`src/rtl/ghs_pkg.sv`:
```
package ghs_pkg;

   // number of member bytes held back as the trailer
   localparam int unsigned TRAILER_BYTES = 8;
   localparam int unsigned FILL_W        = $clog2(TRAILER_BYTES + 1);

   // result queue geometry
   localparam int unsigned QUEUE_DEPTH = 4;
   localparam int unsigned QPTR_W      = $clog2(QUEUE_DEPTH);
   localparam int unsigned QCNT_W      = $clog2(QUEUE_DEPTH + 1);

   // fixed header bytes
   localparam logic [7:0] SIG_ID1     = 8'h1F;
   localparam logic [7:0] SIG_ID2     = 8'h8B;
   localparam logic [7:0] SIG_DEFLATE = 8'h08;
   localparam logic [3:0] FIXED_LAST  = 4'd9;
   localparam logic [3:0] FLAG_INDEX  = 4'd3;

   // flag bits
   localparam int unsigned FL_HCRC    = 1;
   localparam int unsigned FL_EXTRA   = 2;
   localparam int unsigned FL_NAME    = 3;
   localparam int unsigned FL_COMMENT = 4;

   // result kinds
   localparam logic [2:0] KIND_PAYLOAD   = 3'd0;
   localparam logic [2:0] KIND_END_OK    = 3'd1;
   localparam logic [2:0] KIND_BAD_SIG   = 3'd2;
   localparam logic [2:0] KIND_TRUNCATED = 3'd3;
   localparam logic [2:0] KIND_TOO_SHORT = 3'd4;

   typedef struct packed {
      logic [7:0] in_byte;
      logic       in_final;
   } ghs_req_type;

   typedef struct packed {
      logic [7:0] out_byte;
      logic [2:0] kind;
      logic       member_done;
   } ghs_rsp_type;

   // up to two results produced by one input transfer, in order
   typedef struct packed {
      logic        first_valid;
      logic        second_valid;
      ghs_rsp_type first;
      ghs_rsp_type second;
   } ghs_push_type;

endpackage

```
`src/rtl/gzip_header_stripper.sv`:
```
// results are registered: each one enters the result queue with the input transfer that causes it
// throughput: one byte per cycle; the final byte of a member may add a second result,
//   drained from a four-entry result queue that accepts input while it has room for two
// reset: synchronous, active high; clears parser state and empties the result queue,
//   the trailer delay line itself is not cleared
module gzip_header_stripper
   import ghs_pkg::*;
(
   input  logic        clock,
   input  logic        reset,
   input  logic        req_valid,
   output logic        req_stall,
   input  ghs_req_type req_data,
   output logic        rsp_valid,
   input  logic        rsp_stall,
   output ghs_rsp_type rsp_data
);

   ghs_push_type push;
   logic         room;
   logic         take;

   // input transfer
   assign req_stall = !room;
   assign take      = req_valid && room;

   ghs_parser u_parser (
      .clock (clock),
      .reset (reset),
      .take  (take),
      .req   (req_data),
      .push  (push)
   );

   ghs_out_queue u_queue (
      .clock     (clock),
      .reset     (reset),
      .push      (push),
      .room      (room),
      .rsp_valid (rsp_valid),
      .rsp_stall (rsp_stall),
      .rsp_data  (rsp_data)
   );

endmodule

```
`src/rtl/ghs_parser.sv`:
```
module ghs_parser
   import ghs_pkg::*;
(
   input  logic         clock,
   input  logic         reset,
   input  logic         take,
   input  ghs_req_type  req,
   output ghs_push_type push
);

   typedef enum logic [2:0] {
      PH_FIXED   = 3'd0,
      PH_XLEN    = 3'd1,
      PH_EXTRA   = 3'd2,
      PH_NAME    = 3'd3,
      PH_COMMENT = 3'd4,
      PH_HCRC    = 3'd5,
      PH_PAYLOAD = 3'd6,
      PH_DROP    = 3'd7
   } phase_type;

   phase_type         phase_ff, phase_in;
   logic [3:0]        count_ff, count_in;
   logic [4:0]        flags_ff, flags_in;
   logic [15:0]       xlen_ff, xlen_in;
   logic [16:0]       xcnt_ff, xcnt_in;
   logic [FILL_W-1:0] fill_ff, fill_in;
   logic              seen_ff, seen_in;
   logic [7:0]        delay_ff [TRAILER_BYTES];
   logic [7:0]        delay_in [TRAILER_BYTES];
   logic              bad;
   logic [2:0]        end_kind;

   // first header part after the given one that the flags ask for
   function automatic phase_type next_part(input phase_type stage, input logic [4:0] fl);
      phase_type nxt;
      if (stage < PH_XLEN && fl[FL_EXTRA])
         nxt = PH_XLEN;
      else if (stage < PH_NAME && fl[FL_NAME])
         nxt = PH_NAME;
      else if (stage < PH_COMMENT && fl[FL_COMMENT])
         nxt = PH_COMMENT;
      else if (stage < PH_HCRC && fl[FL_HCRC])
         nxt = PH_HCRC;
      else
         nxt = PH_PAYLOAD;
      return nxt;
   endfunction

   // per-byte parse step
   always_comb begin
      phase_in = phase_ff;
      count_in = count_ff;
      flags_in = flags_ff;
      xlen_in  = xlen_ff;
      xcnt_in  = xcnt_ff;
      fill_in  = fill_ff;
      seen_in  = seen_ff;
      delay_in = delay_ff;
      bad      = 1'b0;
      end_kind = KIND_TRUNCATED;

      push.first_valid  = 1'b0;
      push.second_valid = 1'b0;
      push.first        = '0;
      push.second       = '0;

      if (take) begin
         case (phase_ff)
            PH_FIXED: begin
               if (count_ff == 4'd0 && req.in_byte != SIG_ID1) bad = 1'b1;
               if (count_ff == 4'd1 && req.in_byte != SIG_ID2) bad = 1'b1;
               if (count_ff == 4'd2 && req.in_byte != SIG_DEFLATE) bad = 1'b1;
               if (count_ff == FLAG_INDEX) flags_in = req.in_byte[4:0];
               if (bad) begin
                  phase_in = PH_DROP;
               end else if (count_ff >= FIXED_LAST) begin
                  phase_in = next_part(PH_FIXED, flags_in);
                  count_in = 4'd0;
               end else begin
                  count_in = count_ff + 4'd1;
               end
            end
            PH_XLEN: begin
               if (count_ff == 4'd0) begin
                  xlen_in  = {8'd0, req.in_byte};
                  count_in = 4'd1;
               end else begin
                  xlen_in  = {req.in_byte, xlen_ff[7:0]};
                  count_in = 4'd0;
                  xcnt_in  = '0;
                  if (xlen_in == 16'd0)
                     phase_in = next_part(PH_EXTRA, flags_ff);
                  else
                     phase_in = PH_EXTRA;
               end
            end
            PH_EXTRA: begin
               xcnt_in = xcnt_ff + 17'd1;
               if (xcnt_in >= {1'b0, xlen_ff}) begin
                  phase_in = next_part(PH_EXTRA, flags_ff);
                  count_in = 4'd0;
               end
            end
            PH_NAME, PH_COMMENT: begin
               if (req.in_byte == 8'd0) begin
                  phase_in = next_part(phase_ff, flags_ff);
                  count_in = 4'd0;
               end
            end
            PH_HCRC: begin
               if (count_ff == 4'd0) begin
                  count_in = 4'd1;
               end else begin
                  phase_in = next_part(PH_HCRC, flags_ff);
                  count_in = 4'd0;
               end
            end
            PH_PAYLOAD: begin
               // trailer delay line, oldest byte at the head
               if (fill_ff < FILL_W'(TRAILER_BYTES)) begin
                  fill_in = fill_ff + FILL_W'(1);
               end else begin
                  push.first_valid = 1'b1;
                  push.first       = '{out_byte: delay_ff[0], kind: KIND_PAYLOAD,
                                       member_done: 1'b0};
                  seen_in          = 1'b1;
               end
               for (int i = 0; i < TRAILER_BYTES - 1; i++)
                  delay_in[i] = delay_ff[i + 1];
               delay_in[TRAILER_BYTES - 1] = req.in_byte;
            end
            default: begin
            end
         endcase

         // end-of-member result
         if (req.in_final) begin
            if (phase_in == PH_PAYLOAD)
               end_kind = seen_in ? KIND_END_OK : KIND_TOO_SHORT;
            else if (phase_in == PH_DROP)
               end_kind = KIND_BAD_SIG;
            else
               end_kind = KIND_TRUNCATED;

            if (push.first_valid) begin
               push.second_valid = 1'b1;
               push.second = '{out_byte: 8'd0, kind: end_kind, member_done: 1'b1};
            end else begin
               push.first_valid = 1'b1;
               push.first = '{out_byte: 8'd0, kind: end_kind, member_done: 1'b1};
            end

            phase_in = PH_FIXED;
            count_in = 4'd0;
            flags_in = 5'd0;
            xlen_in  = 16'd0;
            xcnt_in  = 17'd0;
            fill_in  = '0;
            seen_in  = 1'b0;
         end
      end
   end

   // parser state
   always_ff @(posedge clock) begin
      delay_ff <= delay_in;
      if (reset) begin
         phase_ff <= PH_FIXED;
         count_ff <= 4'd0;
         flags_ff <= 5'd0;
         xlen_ff  <= 16'd0;
         xcnt_ff  <= 17'd0;
         fill_ff  <= '0;
         seen_ff  <= 1'b0;
      end else begin
         phase_ff <= phase_in;
         count_ff <= count_in;
         flags_ff <= flags_in;
         xlen_ff  <= xlen_in;
         xcnt_ff  <= xcnt_in;
         fill_ff  <= fill_in;
         seen_ff  <= seen_in;
      end
   end

endmodule

```
`src/rtl/ghs_out_queue.sv`:
```
module ghs_out_queue
   import ghs_pkg::*;
(
   input  logic         clock,
   input  logic         reset,
   input  ghs_push_type push,
   output logic         room,
   output logic         rsp_valid,
   input  logic         rsp_stall,
   output ghs_rsp_type  rsp_data
);

   ghs_rsp_type       entry_ff [QUEUE_DEPTH];
   logic [QPTR_W-1:0] wr_ptr_ff, wr_ptr_in;
   logic [QPTR_W-1:0] rd_ptr_ff, rd_ptr_in;
   logic [QCNT_W-1:0] count_ff, count_in;
   logic [QCNT_W-1:0] push_n;
   logic              pop;

   // room for the two results one transfer may bring
   assign room      = count_ff <= QCNT_W'(QUEUE_DEPTH - 2);
   assign rsp_valid = count_ff != '0;
   assign rsp_data  = entry_ff[rd_ptr_ff];
   assign pop       = rsp_valid && !rsp_stall;

   // pointer and occupancy update
   always_comb begin
      push_n    = QCNT_W'(push.first_valid) + QCNT_W'(push.second_valid);
      wr_ptr_in = wr_ptr_ff + QPTR_W'(push_n);
      rd_ptr_in = rd_ptr_ff + QPTR_W'(pop);
      count_in  = count_ff + push_n - QCNT_W'(pop);
   end

   always_ff @(posedge clock) begin
      if (push.first_valid)
         entry_ff[wr_ptr_ff] <= push.first;
      if (push.second_valid)
         entry_ff[wr_ptr_ff + QPTR_W'(1)] <= push.second;
      if (reset) begin
         wr_ptr_ff <= '0;
         rd_ptr_ff <= '0;
         count_ff  <= '0;
      end else begin
         wr_ptr_ff <= wr_ptr_in;
         rd_ptr_ff <= rd_ptr_in;
         count_ff  <= count_in;
      end
   end

endmodule

```
`config.mk`:
```
export PLATFORM = sky130hd
export DESIGN_NAME = gzip_header_stripper
export DESIGN_NICKNAME = d
export VERILOG_FILES = /design/src/rtl/ghs_pkg.sv /design/src/rtl/gzip_header_stripper.sv /design/src/rtl/ghs_parser.sv /design/src/rtl/ghs_out_queue.sv
export SDC_FILE = /design/constraint.sdc
export NUM_CORES = 1
export LEC_CHECK = 0
export BUFFER_PORTS_ARGS = -buffer_cell sky130_fd_sc_hd__buf_2
export CAP_MARGIN = 30
export CORE_MARGIN = 4
export CORE_UTILIZATION = 44
export CTS_CLUSTER_DIAMETER = 30
export DETAILED_ROUTE_END_ITERATION = 12
export GPL_TIMING_DRIVEN = 0
export SETUP_SLACK_MARGIN = 0.2
export SYNTH_ARGS = -nofsm -noshare
export SYNTH_HDL_FRONTEND = slang
export SYNTH_SLANG_ARGS = --single-unit
```
`constraint.sdc`:
```
create_clock -name clock -period 6 [get_ports clock]
set_input_delay 1.2 -clock clock [delete_from_list [all_inputs] [get_ports clock]]
set_output_delay 1.2 -clock clock [all_outputs]
set_load 0.02 [all_outputs]
```
After elaboration in Yosys (flattened, before gate mapping)
Memories as Yosys holds them, arrays and structs flattened. A register that Yosys moved wholly into a read port is not among the register bits.
Index checks and enable logic that the tools add are counted.

operators by class
  add/sub/neg operators = 9
  magnitude comparators = 8
  equal/unequal tests = 18
  mux-type cells = 69
  reductions and logical operators = 32

operators by type and width
  operator                                                                 number
  3-bit 2-to-1 mux                                                         19
  26-bit 2-to-1 mux                                                        2
  16-bit 2-to-1 mux                                                        3
  12-bit 2-to-1 mux                                                        3
  4-bit 2-to-1 mux                                                         9
  17-bit 2-to-1 mux                                                        2
  17-bit one-hot mux with 2 select lines                                   1
  5-bit 2-to-1 mux                                                         5
  1-bit 2-to-1 mux                                                         19
  17-bit by 1-bit adder with 17-bit output, second input constant          1
  17-bit by 16-bit >= comparator with 1-bit output                         1
  16-bit logical NOT                                                       1
  4-bit one-hot mux with 4 select lines                                    1
  3-bit equality test, second input constant                               5
  3-bit one-hot mux with 5 select lines                                    1
  2-bit nonzero test                                                       5
  1-bit logical AND                                                        9
  3-bit AND reduction                                                      3
  4-bit by 1-bit adder with 4-bit output, second input constant            2
  4-bit by 2-bit equality test with 1-bit output, second input constant    2
  8-bit logical NOT                                                        1
  2-bit 2-to-1 mux                                                         4
  8-bit by 4-bit inequality test with 1-bit output, second input constant  1
  8-bit by 5-bit inequality test with 1-bit output, second input constant  1
  other kinds (26)                                                         35

storage, ports and cells
  register bits = 120
  bits in writable memories = 48
  bits of input ports = 13
  output and inout port bits = 14
  logic and storage cells = 156
  memories = 1

memories
  name              depth  bits a word  rd ports  clocked after memory_dff  wr ports  line                 text
  u_queue.entry_ff  4      12           1         1                         2         ghs_out_queue.sv:13  ghs_rsp_type entry_ff [QUEUE_DEPTH];

Longest topological paths before layout
Gate-level depths: netlist of run 1.

  depth after elaboration = 21
  gate-level depth with buffers = 14

Modules after synthesis
A second synthesis of run 1 with hierarchy kept.

unflattened totals
  cells, all modules = 649
  area, all modules = 8057.7 um2

by module, submodules not included
  module                instances  cells each  area each (um2)  sequential area each (um2)
  ghs_parser            1          489         5322.6           2902.8
  ghs_out_queue         1          158         2725.1           1581.5
  gzip_header_stripper  1          2           10.0             0.0

Worst setup path after synthesis of run 1
Ideal clock, no wire load.

  path kind = in2reg
  start = input req_valid
  end = register u_parser.fill_ff[3]
  library setup time = 0.087 ns
  data arrival time = 4.544 ns
  data required time = 5.913 ns
  setup slack = 1.369 ns
  stages on the path = 4
  cell sequence = nand2_1 nor2_1 a41oi_1 nor3_1

between the ends
  cells in the longest elaborated chain, start to end = 2

ends and longest elaborated chain
  what                                  line                        text
  from (decl)                           gzip_header_stripper.sv:11  input logic req_valid,
  1-bit logical AND                     gzip_header_stripper.sv:25  assign take = req_valid && room;
  3-bit AND reduction (no source line)  --
  to (signal assigned)                  ghs_parser.sv:182           fill_ff <= fill_in;
  to (decl)                             ghs_parser.sv:27            logic [FILL_W-1:0] fill_ff, fill_in;

Every way passes these cells.
A chain may end at the register's enable or synchronous reset.

==> results_tabular.tex, run 1 <==
\begin{tabular}{lr}
\hline
Metric & Value \\
\hline
\multicolumn{2}{l}{\textbf{Layout}} \\
Commonest cells after routing, fill and taps aside & nor2\_1, dfxtp\_1, edfxtp\_1, nand2\_1, a21oi\_1 \\
Most frequent standard cell in the layout excluding fill and tap cells & nor2\_1 \\
Filler Cells Inserted & $\sim$1500 \\
Net count, final & 780 \\
Share of cells above drive strength 1 & 11.19\% \\
Area growth from synthesis to layout & 14.22\% \\
Antenna diode count & 0 \\
Final core utilization & 51.22\% \\
Layout Cells excl Fill & approximately 970 \\
\multicolumn{2}{l}{\textbf{Critical path}} \\
Buffers and inverters on the worst path & 0 \\
Delay of the slowest cell on the worst path & $\sim$0.43 ns \\
Category of cells accounting for the largest share of critical-path delay & simple AND/OR/NAND/NOR gates \\
Highest fanout seen on the critical path & 8 \\
Worst R2R Setup Slack & 1.70 ns \\
Endpoint of the worst-slack reg-to-reg timing path & u\_queue.entry\_ff[1][3] \\
Critical path class & flip-flop to flip-flop \\
Endpoint required time on the critical path & 6.21 ns \\
Type of destination of the critical path & flip-flop \\
Number of cells on the worst reg-to-reg path & 14 \\
CP startpoint kind & flip-flop \\
Reg2Reg Launch Point & u\_parser.xcnt\_ff[0] \\
Critical-path cell list & ha\_1 -> nand4\_2 -> nor3\_1 -> nand3\_1 -> nor2\_1 -> xor2\_1 -> ha\_1 -> a21o\_1 -> a21oi\_1 -> o211ai\_2 -> o21a\_1 -> a211oi\_1 -> nand2\_1 -> nor4\_1 \\
Critical path data arrival time & roughly 4.5 ns \\
Cell repeated most along the worst path & ha\_1 \\
Cell with the biggest individual delay on the critical path & dfxtp\_1 \\
\multicolumn{2}{l}{\textbf{CTS}} \\
Worst-skew pair later-pin latency & 0.42 ns \\
Number of gates resized after CTS & 0 \\
CTS tree & yes \\
CTS Buf Count & 17 \\
Cell at the root of the clock tree & clkbuf\_16 \\
Number of hold buffers added after CTS & 0 \\
Clock slew at reported path FFs & 0.06 ns \\
Number of sinks driven by the clock tree & around 170 \\
Clk buf depth & 2 \\
CTS H-Tree Depth & 4 \\
Post-CTS setup buffer count & 0 \\
\multicolumn{2}{l}{\textbf{Die}} \\
Chip height & 138.0 microns \\
I/O pin count & 27 \\
Die width & 138.0 microns \\
Full die area & 19050 sq um \\
Placement Rows & 47 \\
Initial cell density of the core & 44.85\% \\
Core region area & 16580 sq um \\
\multicolumn{2}{l}{\textbf{Placed design}} \\
Last weighted congestion value of the routability-driven placer & 0.8820 \\
Detailed-placement wirelength estimate & between 10 and 15 mm \\
Number of instances in the placed design & 939 \\
Port bufs & 26 \\
\multicolumn{2}{l}{\textbf{Synthesis}} \\
Share of the yosys chip area belonging to registers & 55.99\% \\
Yosys warning count & 0 \\
Most frequently used flop master after synthesis & dfxtp\_1 \\
Area of the mapped netlist & about 7400 sq um \\
Post-synth top area cell & edfxtp\_1 \\
Cells after Synth & 689 \\
FFs w/ async S/R, synth & 0\% \\
Number of different library cells in the post-synthesis netlist & 57 \\
Area share of the largest cell type after synthesis & 32.30\% \\
Synth Register Bits & $\sim$170 \\
Number of enable-type register cells in the synthesized netlist & 80 \\
Top area cells in the synthesized netlist & edfxtp\_1, dfxtp\_1, ha\_1 \\
Per-instance average area after synthesis & around 11 sq um \\
Net count of the mapped netlist & 731 \\
\multicolumn{2}{l}{\textbf{Global routing}} \\
Total GRT Usage & 17.02\% \\
Total overflow reported by the global router & 0 \\
Number of global-route vias before repair & 5333 \\
Antenna violations before repair & 0 \\
Wire length of the first global-routing pass & between 20 and 30 mm \\
Largest net degree at the start of global routing & 31 \\
\multicolumn{2}{l}{\textbf{STA}} \\
Max-slew violation total from the final report & 0 \\
Sum Neg Setup Slack & 0 ns \\
Worst slew margin relative to its limit & 41.39\% \\
Worst-margin pin slew & around 0.88 ns \\
Period minus WS final & 4.298 ns \\
Setup-failing EPs final & 0 \\
Unrepaired setup endpoints after global routing & no \\
Post-route clock skew & just over 0.008 ns \\
Final cycle utilization of the critical path & a little under three quarters \\
Fmax achieved & 232.6 MHz \\
Hold slack final & between 0.4 and 0.5 ns \\
Endpoints failing hold & 0 \\
\multicolumn{2}{l}{\textbf{Min path}} \\
Hold Crit Class & flip-flop to flip-flop \\
Worst hold path stage count & 0 \\
Hold Crit Start & u\_parser.delay\_ff[30] \\
End of the worst hold path & u\_parser.delay\_ff[38] \\
\multicolumn{2}{l}{\textbf{Power and ir drop}} \\
Net switching power of the design & 0.0007695 W \\
Total power draw & 0.002795 W \\
Cell internal power dissipation & 0.002025 W \\
Relative contribution of the clock network to total power & between 30\% and 40\% \\
Static leakage power & 3.107 nW \\
Fraction of power spent switching nets & 27.54\% \\
Worst ir drop on vdd & 241.5 uV \\
Cell Pwr Density & 329.0 nW/um\^{}2 \\
Combinational group share of total power & 17.0\% \\
Sequential power share & approximately 45\% \\
\multicolumn{2}{l}{\textbf{Route}} \\
Aggregate routed wire length & roughly 16 mm \\
TritonRoute pass-1 iters & 5 \\
Number of DRC violations after detailed routing & 0 \\
Detailed Route Iter0 Violations & 405 \\
ANT nets after route & 0 \\
Number of vias in the routed layout & between 5000 and 6000 \\
Average wire per cell in the routed design & 16.43 microns \\
Ratio of routed vias to standard cells & approximately 5.5 \\
\multicolumn{2}{l}{\textbf{Flow run}} \\
Max-capacitance violation count & 0 \\
\multicolumn{2}{l}{\textbf{Status}} \\
Run status & complete, no violations \\
\hline
\end{tabular}
## cells in the mapped netlist (2+ instances only)
library cell / number
a31oi_1: 2
a21oi_1: 43
nand2b_1: 5
nand2_1: 49
mux4_2: 12
or3b_2: 2
dfxtp_1: 88
and2_1: 5
o31a_1: 2
or3_1: 7
o21ai_0: 28
a22o_1: 15
or2_2: 2
o21bai_1: 2
nor2_1: 90
clkbuf_1: 19
nand4_2: 2
a41oi_1: 2
nor3b_1: 2
nor4_1: 10
a21o_1: 6
buf_1: 3
nand4_1: 4
ha_1: 28
xnor2_1: 14
and3_1: 7
nor4_2: 2
a211oi_1: 4
nor2b_1: 11
xor2_1: 8
nor3_1: 16
o211ai_1: 2
edfxtp_1: 80
nor4b_1: 2
a22oi_1: 24
o22ai_1: 6
nand3_1: 19
nand3b_1: 9
a2bb2oi_1: 2
inv_1: 38
## per-stage QoR
| stage | worst slack (ns) | cell area, sq um |
|---|---|---|
| after global placement | 0.09092 | 7843 |
| final | 1.702 | 8494 |
| after detailed placement | 1.726 | 7913 |
| after global routing | 1.398 | 8494 |
| after CTS | 1.700 | 8494 |
| after floorplan | 1.369 | 7437 |
## cells by family (layout without fill, tap and decap cells)
logic type,after synthesis,in the layout,synth area share [%]
AO/OA/AOI/OAI,151,151,13.53
flip-flops,168,168,55.99
AND/OR/NAND/NOR,246,246,16.18
adder cells (fa/ha/maj),29,29,4.980
buffers and inverters,61,123,3.096
XOR/XNOR,22,22,2.591
multiplexers,12,12,3.634
## power by group through the flow
stage                     Combinational (W)  Clock, W  Sequential (W)
after floorplan                    0.000349         0         0.00127
after detailed placement           0.000473         0         0.00128
final                              0.000476   0.00106         0.00125
after global routing               0.000525   0.00114         0.00126
after global placement             0.000458         0         0.00128
after CTS                          0.000476   0.00110         0.00125
## layer usage
metal	routed length, microns	track usage, %	up-vias
li1	-	-	2622
met1	7114	22.77	2584
met2	7692	27.77	168
met3	1009	4.247	10
met4	136	4.680	0
met5	0	0	-
## state kept, by name (all words and copies together), names as in the netlist
signal and count:
u_parser.delay_ff 64, u_queue.entry_ff 48, u_parser.xcnt_ff 17, u_parser.xlen_ff 16, u_parser.count_ff 4, u_parser.fill_ff 4
u_parser.flags_ff 4, u_parser.phase_ff 3, u_queue.count_ff 3, u_queue.rd_ptr_ff 2, u_queue.wr_ptr_ff 2, u_parser.seen_ff 1
## how the worst max path moves through the flow
stage	startpoint	end	slack [ns]	depth (start not counted)
2_1_floorplan	req_valid	u_parser.fill_ff[3]	1.37	4
3_3_place_gp	req_valid	u_parser.fill_ff[3]	0.09	5
3_5_place_dp	u_parser.xcnt_ff[0]	u_queue.entry_ff[1][3]	1.73	14
4_1_cts	u_parser.xcnt_ff[0]	u_queue.entry_ff[1][3]	1.70	14
5_1_grt	u_parser.xcnt_ff[0]	u_queue.entry_ff[0][3]	1.40	14
6_report	u_parser.xcnt_ff[0]	u_queue.entry_ff[1][3]	1.70	14
## final cells by class
class / instances / area, sq um / area share, %
well taps: 220 / 275.3 / 3.241
plain buffers: 23 / 87.58 / 1.031
inverters: 38 / 142.6 / 1.679
repair buffers: 30 / 192.7 / 2.268
clock buffers: 19 / 432.9 / 5.096
multi-input cells: 460 / 3050 / 35.91
clock inverters: 13 / 148.9 / 1.753
flip-flops and latches: 168 / 4164 / 49.02
No activity file was read; power rests on OpenSTA's default activity.
==> run 2, diff against run 1 <==
==> constraint.sdc (replaced) <==
create_clock -name clock -period 4.5 [get_ports clock]
set_input_delay 0.9 -clock clock [delete_from_list [all_inputs] [get_ports clock]]
set_output_delay 0.9 -clock clock [all_outputs]
set_load 0.02 [all_outputs]
==> results_tabular.tex, run 2 (synthesis gave the netlist of run 1 again) <==
\begin{tabular}{lr}
\hline
Metric & Value \\
\hline
\multicolumn{2}{l}{\textbf{Critical path}} \\
Critical path data arrival time & 4.19 ns (-0.32 ns) \\
Type of destination of the critical path & flip-flop \\
Highest fanout seen on the critical path & 6 (-2) \\
Endpoint required time on the critical path & 4.66 ns (-1.55 ns) \\
CP startpoint kind & flip-flop \\
Critical path class & flip-flop to flip-flop \\
\multicolumn{2}{l}{\textbf{Min path}} \\
Hold Crit Class & flip-flop to flip-flop \\
\multicolumn{2}{l}{\textbf{Die}} \\
Placement Rows & 47 (unchanged) \\
Core region area & 16580 sq um (unchanged) \\
Chip height & 138.0 microns (unchanged) \\
Initial cell density of the core & 44.85\% (unchanged) \\
Full die area & 19050 sq um (unchanged) \\
Die width & 138.0 microns (unchanged) \\
I/O pin count & 27 (unchanged) \\
\multicolumn{2}{l}{\textbf{Layout}} \\
Net count, final & 780 (unchanged) \\
Commonest cells after routing, fill and taps aside & nor2\_1, dfxtp\_1, edfxtp\_1, nand2\_1, a21oi\_1 \\
Layout Cells excl Fill & 971 (unchanged) \\
Max FFs per register & 64 (unchanged) \\
Largest reg by FF count & u\_parser.delay\_ff \\
Filler Cells Inserted & 1488 (-1.6\%) \\
Total area of sequential cells & 4164 sq um (unchanged) \\
Area growth from synthesis to layout & 14.91\% \\
Area of combinational cells with multiple inputs & 3078 sq um (+0.90\%) \\
Most frequent standard cell in the layout excluding fill and tap cells & nor2\_1 \\
Antenna diode count & 0 (unchanged) \\
Biggest registers after layout & u\_parser.delay\_ff: 64 flops, u\_queue.entry\_ff: 48 flops, u\_parser.xcnt\_ff: 17 flops \\
Share of cells above drive strength 1 & 12.12\% (+0.93 points) \\
\multicolumn{2}{l}{\textbf{STA}} \\
Period minus WS final & 4.036 ns (-0.2629 ns) \\
Worst-margin pin slew & 0.8702 ns (-0.008887 ns) \\
Smallest setup slack after layout & 0.4644 ns (-1.237 ns) \\
Fmax achieved & 247.8 MHz (+6.5\%) \\
Max-slew violation total from the final report & 0 (unchanged) \\
Post-route clock skew & 0.01436 ns (+0.006302 ns) \\
Final cycle utilization of the critical path & 89.68\% (+18 points) \\
Sum Neg Setup Slack & 0 ns (unchanged) \\
Worst slew margin relative to its limit & 41.98\% (+0.59 points) \\
Setup-failing EPs final & 0 (unchanged) \\
Endpoints failing hold & 0 (unchanged) \\
Unrepaired setup endpoints after global routing & no \\
\multicolumn{2}{l}{\textbf{Power and ir drop}} \\
Worst ir drop on vdd & 300.8 uV (+25\%) \\
Cell Pwr Density & 444.6 nW/um\^{}2 (+35\%) \\
Static leakage power & 3.159 nW (+1.7\%) \\
\multicolumn{2}{l}{\textbf{CTS}} \\
Number of gates resized after CTS & 0 (unchanged) \\
Number of hold buffers added after CTS & 0 (unchanged) \\
CTS H-Tree Depth & 4 (unchanged) \\
Worst-skew pair later-pin latency & 0.43 ns (about the same) \\
CTS tree & yes \\
Clock slew at reported path FFs & 0.06 ns (about the same) \\
Clk buf depth & 2 (unchanged) \\
CTS Buf Count & 17 (unchanged) \\
Number of sinks driven by the clock tree & 168 (unchanged) \\
Cell at the root of the clock tree & clkbuf\_16 \\
Post-CTS setup buffer count & 0 (unchanged) \\
\multicolumn{2}{l}{\textbf{Global routing}} \\
Largest net degree at the start of global routing & 29 (-6.5\%) \\
Total GRT Usage & 17.28\% (+0.26 points) \\
Wire length of the first global-routing pass & 26.67 mm (+0.39\%) \\
Number of global-route vias before repair & 5320 (-0.24\%) \\
Antenna violations before repair & 0 (unchanged) \\
Total overflow reported by the global router & 0 (unchanged) \\
\multicolumn{2}{l}{\textbf{Route}} \\
Average wire per cell in the routed design & 16.76 microns (+2.0\%) \\
ANT nets after route & 0 (unchanged) \\
TritonRoute pass-1 iters & 5 (unchanged) \\
Ratio of routed vias to standard cells & 5.538 (-0.13\%) \\
Number of DRC violations after detailed routing & 0 (unchanged) \\
Aggregate routed wire length & 16.27 mm (+2.0\%) \\
Number of vias in the routed layout & 5377 (-0.13\%) \\
Detailed Route Iter0 Violations & 411 (+1.5\%) \\
\multicolumn{2}{l}{\textbf{Placed design}} \\
Detailed-placement wirelength estimate & 11.50 mm (+1.8\%) \\
Post-placement setup slack & 0.3224 ns (-1.404 ns) \\
Last weighted congestion value of the routability-driven placer & 0.8837 (+0.19\%) \\
Port bufs & 26 (unchanged) \\
Number of instances in the placed design & 939 (unchanged) \\
\multicolumn{2}{l}{\textbf{Status}} \\
Run status & complete, no violations \\
\multicolumn{2}{l}{\textbf{Flow run}} \\
Max-capacitance violation count & 0 (unchanged) \\
\hline
\end{tabular}
run 2: area by class of cell:
| class | count | share of cell area (%) |
|---|---|---|
| multi-input combinational | 460 | 36.02 |
| inverter | 38 | 1.669 |
| timing repair buffer | 30 | 2.255 |
| clock inverter | 12 | 1.464 |
| buffer | 23 | 1.025 |
| clock buffer | 20 | 5.622 |
| tap | 220 | 3.221 |
| sequential | 168 | 48.73 |
run 2: worst paths after layout:
kind                                          endpoint             startpoint  cells past startpoint  slack [ns]
worst min-delay path             u_parser.delay_ff[51]  u_parser.delay_ff[43]                      0        0.41
worst max register to register  u_queue.entry_ff[3][1]    u_parser.xcnt_ff[6]                     13        0.46
worst min register to register   u_parser.delay_ff[51]  u_parser.delay_ff[43]                      0        0.41
worst max-delay path            u_queue.entry_ff[3][1]    u_parser.xcnt_ff[6]                     13        0.46
run 2: critical path, stage by stage (launching register included):
cell,delay [ns]
dfxtp_1,0.44
nand4_2,0.22
nor3_2,0.30
and3_1,0.28
and3_1,0.27
and3_1,0.24
xor2_1,0.09
ha_1,0.30
nand3_1,0.15
a2111oi_4,0.46
o211ai_1,0.21
a21boi_1,0.29
a2bb2oi_1,0.36
o22ai_1,0.15
run 2: layer usage:
metal  share of wire (%)  GRT usage, %  vias up
li1                    -             -     2617
met3                 5.0         4.454       17
met2                  49         28.11      154
met1                  45         22.72     2589
met4                 1.0         5.616        0
met5                   0             0        -
run 2: power by group:
| part | internal [W] | switching [W] |
|---|---|---|
| combinational | 0.000242 | 0.000404 |
| sequential | 0.00164 | 0.0000342 |
| clock | 0.000847 | 0.000633 |
run 2: per-stage QoR:
stage	instance area, sq um	util, %	hold WS, ns	power [W]
3_3_place_gp	7845	47.31	0.4007	0.002317
6_report	8546	51.53	0.4111	0.003799
5_1_grt	8546	51.53	0.4200	0.003978
4_1_cts	8518	51.37	0.4143	0.003817
2_1_floorplan	7440	-	0.4003	0.002160
3_5_place_dp	7913	47.71	0.4045	0.002337
==> run 3, diff against run 2 <==
--- a/config.mk
+++ b/config.mk
@@ -8,11 +8,14 @@
 export BUFFER_PORTS_ARGS = -buffer_cell sky130_fd_sc_hd__buf_2
 export CAP_MARGIN = 30
 export CORE_MARGIN = 4
-export CORE_UTILIZATION = 44
+export CORE_UTILIZATION = 60
 export CTS_CLUSTER_DIAMETER = 30
+export CTS_CLUSTER_SIZE = 25
 export DETAILED_ROUTE_END_ITERATION = 12
 export GPL_TIMING_DRIVEN = 0
+export PLACE_DENSITY = 0.77
 export SETUP_SLACK_MARGIN = 0.2
 export SYNTH_ARGS = -nofsm -noshare
 export SYNTH_HDL_FRONTEND = slang
+export SYNTH_HIERARCHICAL = 1
 export SYNTH_SLANG_ARGS = --single-unit
==> results_tabular.tex, run 3 <==
\begin{tabular}{lr}
\hline
Metric & Value \\
\hline
\multicolumn{2}{l}{\textbf{Synthesis}} \\
Yosys warning count & 6 (+6) \\
Post-synth top area cell & edfxtp\_1 \\
FFs w/ async S/R, synth & 0\% (unchanged) \\
Most frequently used flop master after synthesis & edfxtp\_1 \\
Simple-gate area share of the yosys netlist & 12.44\% (-3.7 points) \\
Per-instance average area after synthesis & 12.42 sq um (+15\%) \\
Cells after Synth & 649 (-5.8\%) \\
Multiplexer fraction of the synthesized cell area & 10.19\% (+6.6 points) \\
Synthesized-area fraction occupied by ao, oa, aoi and oai cells & 9.891\% (-3.6 points) \\
Number of enable-type register cells in the synthesized netlist & 112 (+40\%) \\
Number of different library cells in the post-synthesis netlist & 76 (+33\%) \\
Top-count cell post-synth & edfxtp\_1 \\
Most frequent cells after synthesis & edfxtp\_1, nor2\_1, dfxtp\_1 \\
Combinational family with the most area after synthesis & simple AND/OR/NAND/NOR gates \\
Xor and xnor area share after synthesis & 2.314\% (-0.28 points) \\
Synth Register Bits & 168 (unchanged) \\
Top area cells in the synthesized netlist & edfxtp\_1, dfxtp\_1, ha\_1 \\
Post-Synth Adder-Cell Area & 4.596\% (-0.38 points) \\
Area of the mapped netlist & 8058 sq um (+8.3\%) \\
Share of the yosys chip area belonging to registers & 55.65\% (-0.34 points) \\
Area share of the largest cell type after synthesis & 41.74\% (+9.4 points) \\
\multicolumn{2}{l}{\textbf{STA}} \\
Endpoints failing hold & 0 (unchanged) \\
Post-route clock skew & 0.01147 ns (-0.002886 ns) \\
Setup-failing EPs final & 0 (unchanged) \\
Hold slack final & 0.4166 ns (+0.005482 ns) \\
Max-slew violation total from the final report & 0 (unchanged) \\
Unrepaired setup endpoints after global routing & no \\
Worst-margin pin slew & 0.9042 ns (+0.03399 ns) \\
Period minus WS final & 4.141 ns (+0.1052 ns) \\
Final cycle utilization of the critical path & 92.02\% (+2.3 points) \\
Fmax achieved & 241.5 MHz (-2.5\%) \\
Worst slew margin relative to its limit & 39.25\% (-2.7 points) \\
\multicolumn{2}{l}{\textbf{CTS}} \\
Cell at the root of the clock tree & clkbuf\_16 \\
Clock slew at reported path FFs & 0.06 ns (about the same) \\
Clk buf depth & 2 (unchanged) \\
CTS Buf Count & 17 (unchanged) \\
CTS H-Tree Depth & 4 (unchanged) \\
Number of sinks driven by the clock tree & 168 (unchanged) \\
CTS tree & yes \\
Worst-skew pair later-pin latency & 0.43 ns (about the same) \\
\multicolumn{2}{l}{\textbf{Power and ir drop}} \\
Static leakage power & 3.491 nW (+11\%) \\
Total power draw & 0.003936 W (+3.6\%) \\
Worst ir drop on vdd & 304.1 uV (+1.1\%) \\
Cell Pwr Density & 425.8 nW/um\^{}2 (-4.2\%) \\
\multicolumn{2}{l}{\textbf{Placed design}} \\
Detailed-placement wirelength estimate & 11.57 mm (+0.61\%) \\
Last weighted congestion value of the routability-driven placer & 0.9019 (+2.1\%) \\
Port bufs & 26 (unchanged) \\
\multicolumn{2}{l}{\textbf{Route}} \\
Number of DRC violations after detailed routing & 0 (unchanged) \\
Ratio of routed vias to standard cells & 6.022 (+8.8\%) \\
Detailed Route Iter0 Violations & 492 (+20\%) \\
Average wire per cell in the routed design & 18.44 microns (+10\%) \\
TritonRoute pass-1 iters & 6 (+1) \\
Aggregate routed wire length & 16.60 mm (+2.0\%) \\
ANT nets after route & 0 (unchanged) \\
Number of vias in the routed layout & 5420 (+0.80\%) \\
\multicolumn{2}{l}{\textbf{Layout}} \\
Net count, final & 753 (-3.5\%) \\
Biggest registers after layout & u\_parser/delay\_ff: 64 flops, u\_queue/entry\_ff: 48 flops, u\_parser/xcnt\_ff: 17 flops \\
Share of cells above drive strength 1 & 21.27\% (+9.2 points) \\
Area of combinational cells with multiple inputs & 3298 sq um (+7.2\%) \\
Filler Cells Inserted & 922 (-38\%) \\
Largest reg by FF count & u\_parser/delay\_ff \\
Max FFs per register & 64 (unchanged) \\
Most frequent standard cell in the layout excluding fill and tap cells & edfxtp\_1 \\
Total area of sequential cells & 4486 sq um (+7.7\%) \\
Antenna diode count & 0 (unchanged) \\
Commonest cells after routing, fill and taps aside & edfxtp\_1, nor2\_1, dfxtp\_1, inv\_1 \\
Area growth from synthesis to layout & 14.72\% \\
\multicolumn{2}{l}{\textbf{Global routing}} \\
Number of global-route vias before repair & 5464 (+2.7\%) \\
Total overflow reported by the global router & 0 (unchanged) \\
Wire length of the first global-routing pass & 27.08 mm (+1.5\%) \\
Largest net degree at the start of global routing & 36 (+24\%) \\
Total GRT Usage & 23.26\% (+6.0 points) \\
Antenna violations before repair & 0 (unchanged) \\
\multicolumn{2}{l}{\textbf{Critical path}} \\
CP startpoint kind & flip-flop \\
Cell with the biggest individual delay on the critical path & or4\_1 \\
Critical path startpoint & u\_parser/xcnt\_ff[4] \\
Endpoint required time on the critical path & 4.67 ns (about the same) \\
Highest fanout seen on the critical path & 8 (+2) \\
Critical-path cell list & clkbuf\_2 -> nand4\_1 -> nor3\_4 -> xor2\_1 -> ha\_1 -> nand2\_1 -> o21ai\_0 -> a2111oi\_2 -> a31oi\_1 -> or4\_1 -> o2111a\_1 -> nor2\_2 -> a21oi\_1 -> mux2\_1 \\
Category of cells accounting for the largest share of critical-path delay & simple AND/OR/NAND/NOR gates \\
Buffers and inverters on the worst path & 1 (+1) \\
Delay of the slowest cell on the worst path & 0.60 ns (+0.14 ns) \\
Reg2Reg Launch Point & u\_parser/xcnt\_ff[4] \\
Type of destination of the critical path & flip-flop \\
Critical path class & flip-flop to flip-flop \\
Critical path data arrival time & 4.31 ns (+0.12 ns) \\
\multicolumn{2}{l}{\textbf{Die}} \\
Die width & 123.9 microns (-10\%) \\
Chip height & 123.9 microns (-10\%) \\
I/O pin count & 27 (unchanged) \\
Core region area & 13190 sq um (-20\%) \\
Initial cell density of the core & 61.09\% (+16 points) \\
Placement Rows & 42 (-11\%) \\
Full die area & 15350 sq um (-19\%) \\
\multicolumn{2}{l}{\textbf{Flow run}} \\
Max-capacitance violation count & 0 (unchanged) \\
\multicolumn{2}{l}{\textbf{Status}} \\
Run status & complete, no violations \\
\multicolumn{2}{l}{\textbf{Min path}} \\
Hold Crit Start & u\_parser/delay\_ff[46] \\
Hold Crit Class & flip-flop to flip-flop \\
\hline
\end{tabular}
-- run 3: changes by cell type after synthesis, moves of 21 or more --
| cell | before | now |
|---|---|---|
| edfxtp_1 | 80 | 112 |
| mux2_1 | 0 | 28 |
| nand2_1 | 49 | 24 |
| nor2_1 | 90 | 69 |
| dfxtp_1 | 88 | 56 |
| a21oi_1 | 43 | 22 |
-- run 3: layout make-up --
type,count,area share [%]
inverters,33,1.340
well taps,176,2.382
flip-flops and latches,168,48.52
repair buffers,34,2.287
multi-input cells,421,35.68
clock inverters,9,1.002
plain buffers,36,2.924
clock buffers,23,5.861
-- run 3: worst paths after layout --
| check | end | slack [ns] | cells past startpoint |
|---|---|---|---|
| max | u_queue/entry_ff[2][2] | 0.36 | 14 |
| min | u_parser/delay_ff[54] | 0.42 | 0 |
| max reg2reg | u_queue/entry_ff[2][2] | 0.36 | 14 |
| min reg2reg | u_parser/delay_ff[54] | 0.42 | 0 |
-- run 3: timing repair --
action,in CTS,in global routing
hold endpoints to repair,0,0
gates cloned,0,0
setup buffers,0,2
gates resized for setup,6,12
hold buffers,0,0
endpoints found under the setup margin,12,12
pin swaps,1,2
-- run 3: kinds of logic (layout without fill, tap and decap cells) --
kind of cell | count (synthesis) | count (layout)
and+or+nand+nor | 192 | 192
DFF | 168 | 168
AOI/OAI and AO/OA | 111 | 111
buffers and inverters | 69 | 135
muxes | 61 | 61
adders and majority gates | 29 | 29
xor gates and xnor gates | 18 | 18
other | 1 | 10
-- run 3: routing by layer --
layer | share of wire (%) | vias up | routed length (microns) | track usage, %
met4 | 2.4 | 0 | 394 | 9.343
met3 | 4.9 | 39 | 819 | 5.995
met1 | 39 | 2656 | 6431 | 26.78
met2 | 54 | 174 | 8953 | 41.26
li1 | - | 2551 | - | -
met5 | 0 | - | 0 | 0
-- run 3: power breakdown --
part	leakage (nW)	internal, W	switching, W	total, W
Combinational	1.73	0.000299	0.000396	0.000695
Clock	0.318	0.000915	0.000601	0.00152
Sequential	1.45	0.00169	0.0000330	0.00172
-- run 3: metrics by stage --
step	utilization (%)	TNS [ns]	std cells	cell area (sq um)	worst slack, ns
3_5_place_dp	64.51	-0.3905	866	8509	-0.07241
6_report	70.08	0	900	9244	0.3592
2_1_floorplan	-	0	658	8092	0.6085
5_1_grt	70.08	0	900	9244	0.1511
4_1_cts	69.49	0	898	9166	0.2223
3_3_place_gp	64.00	0	860	8442	0.08202
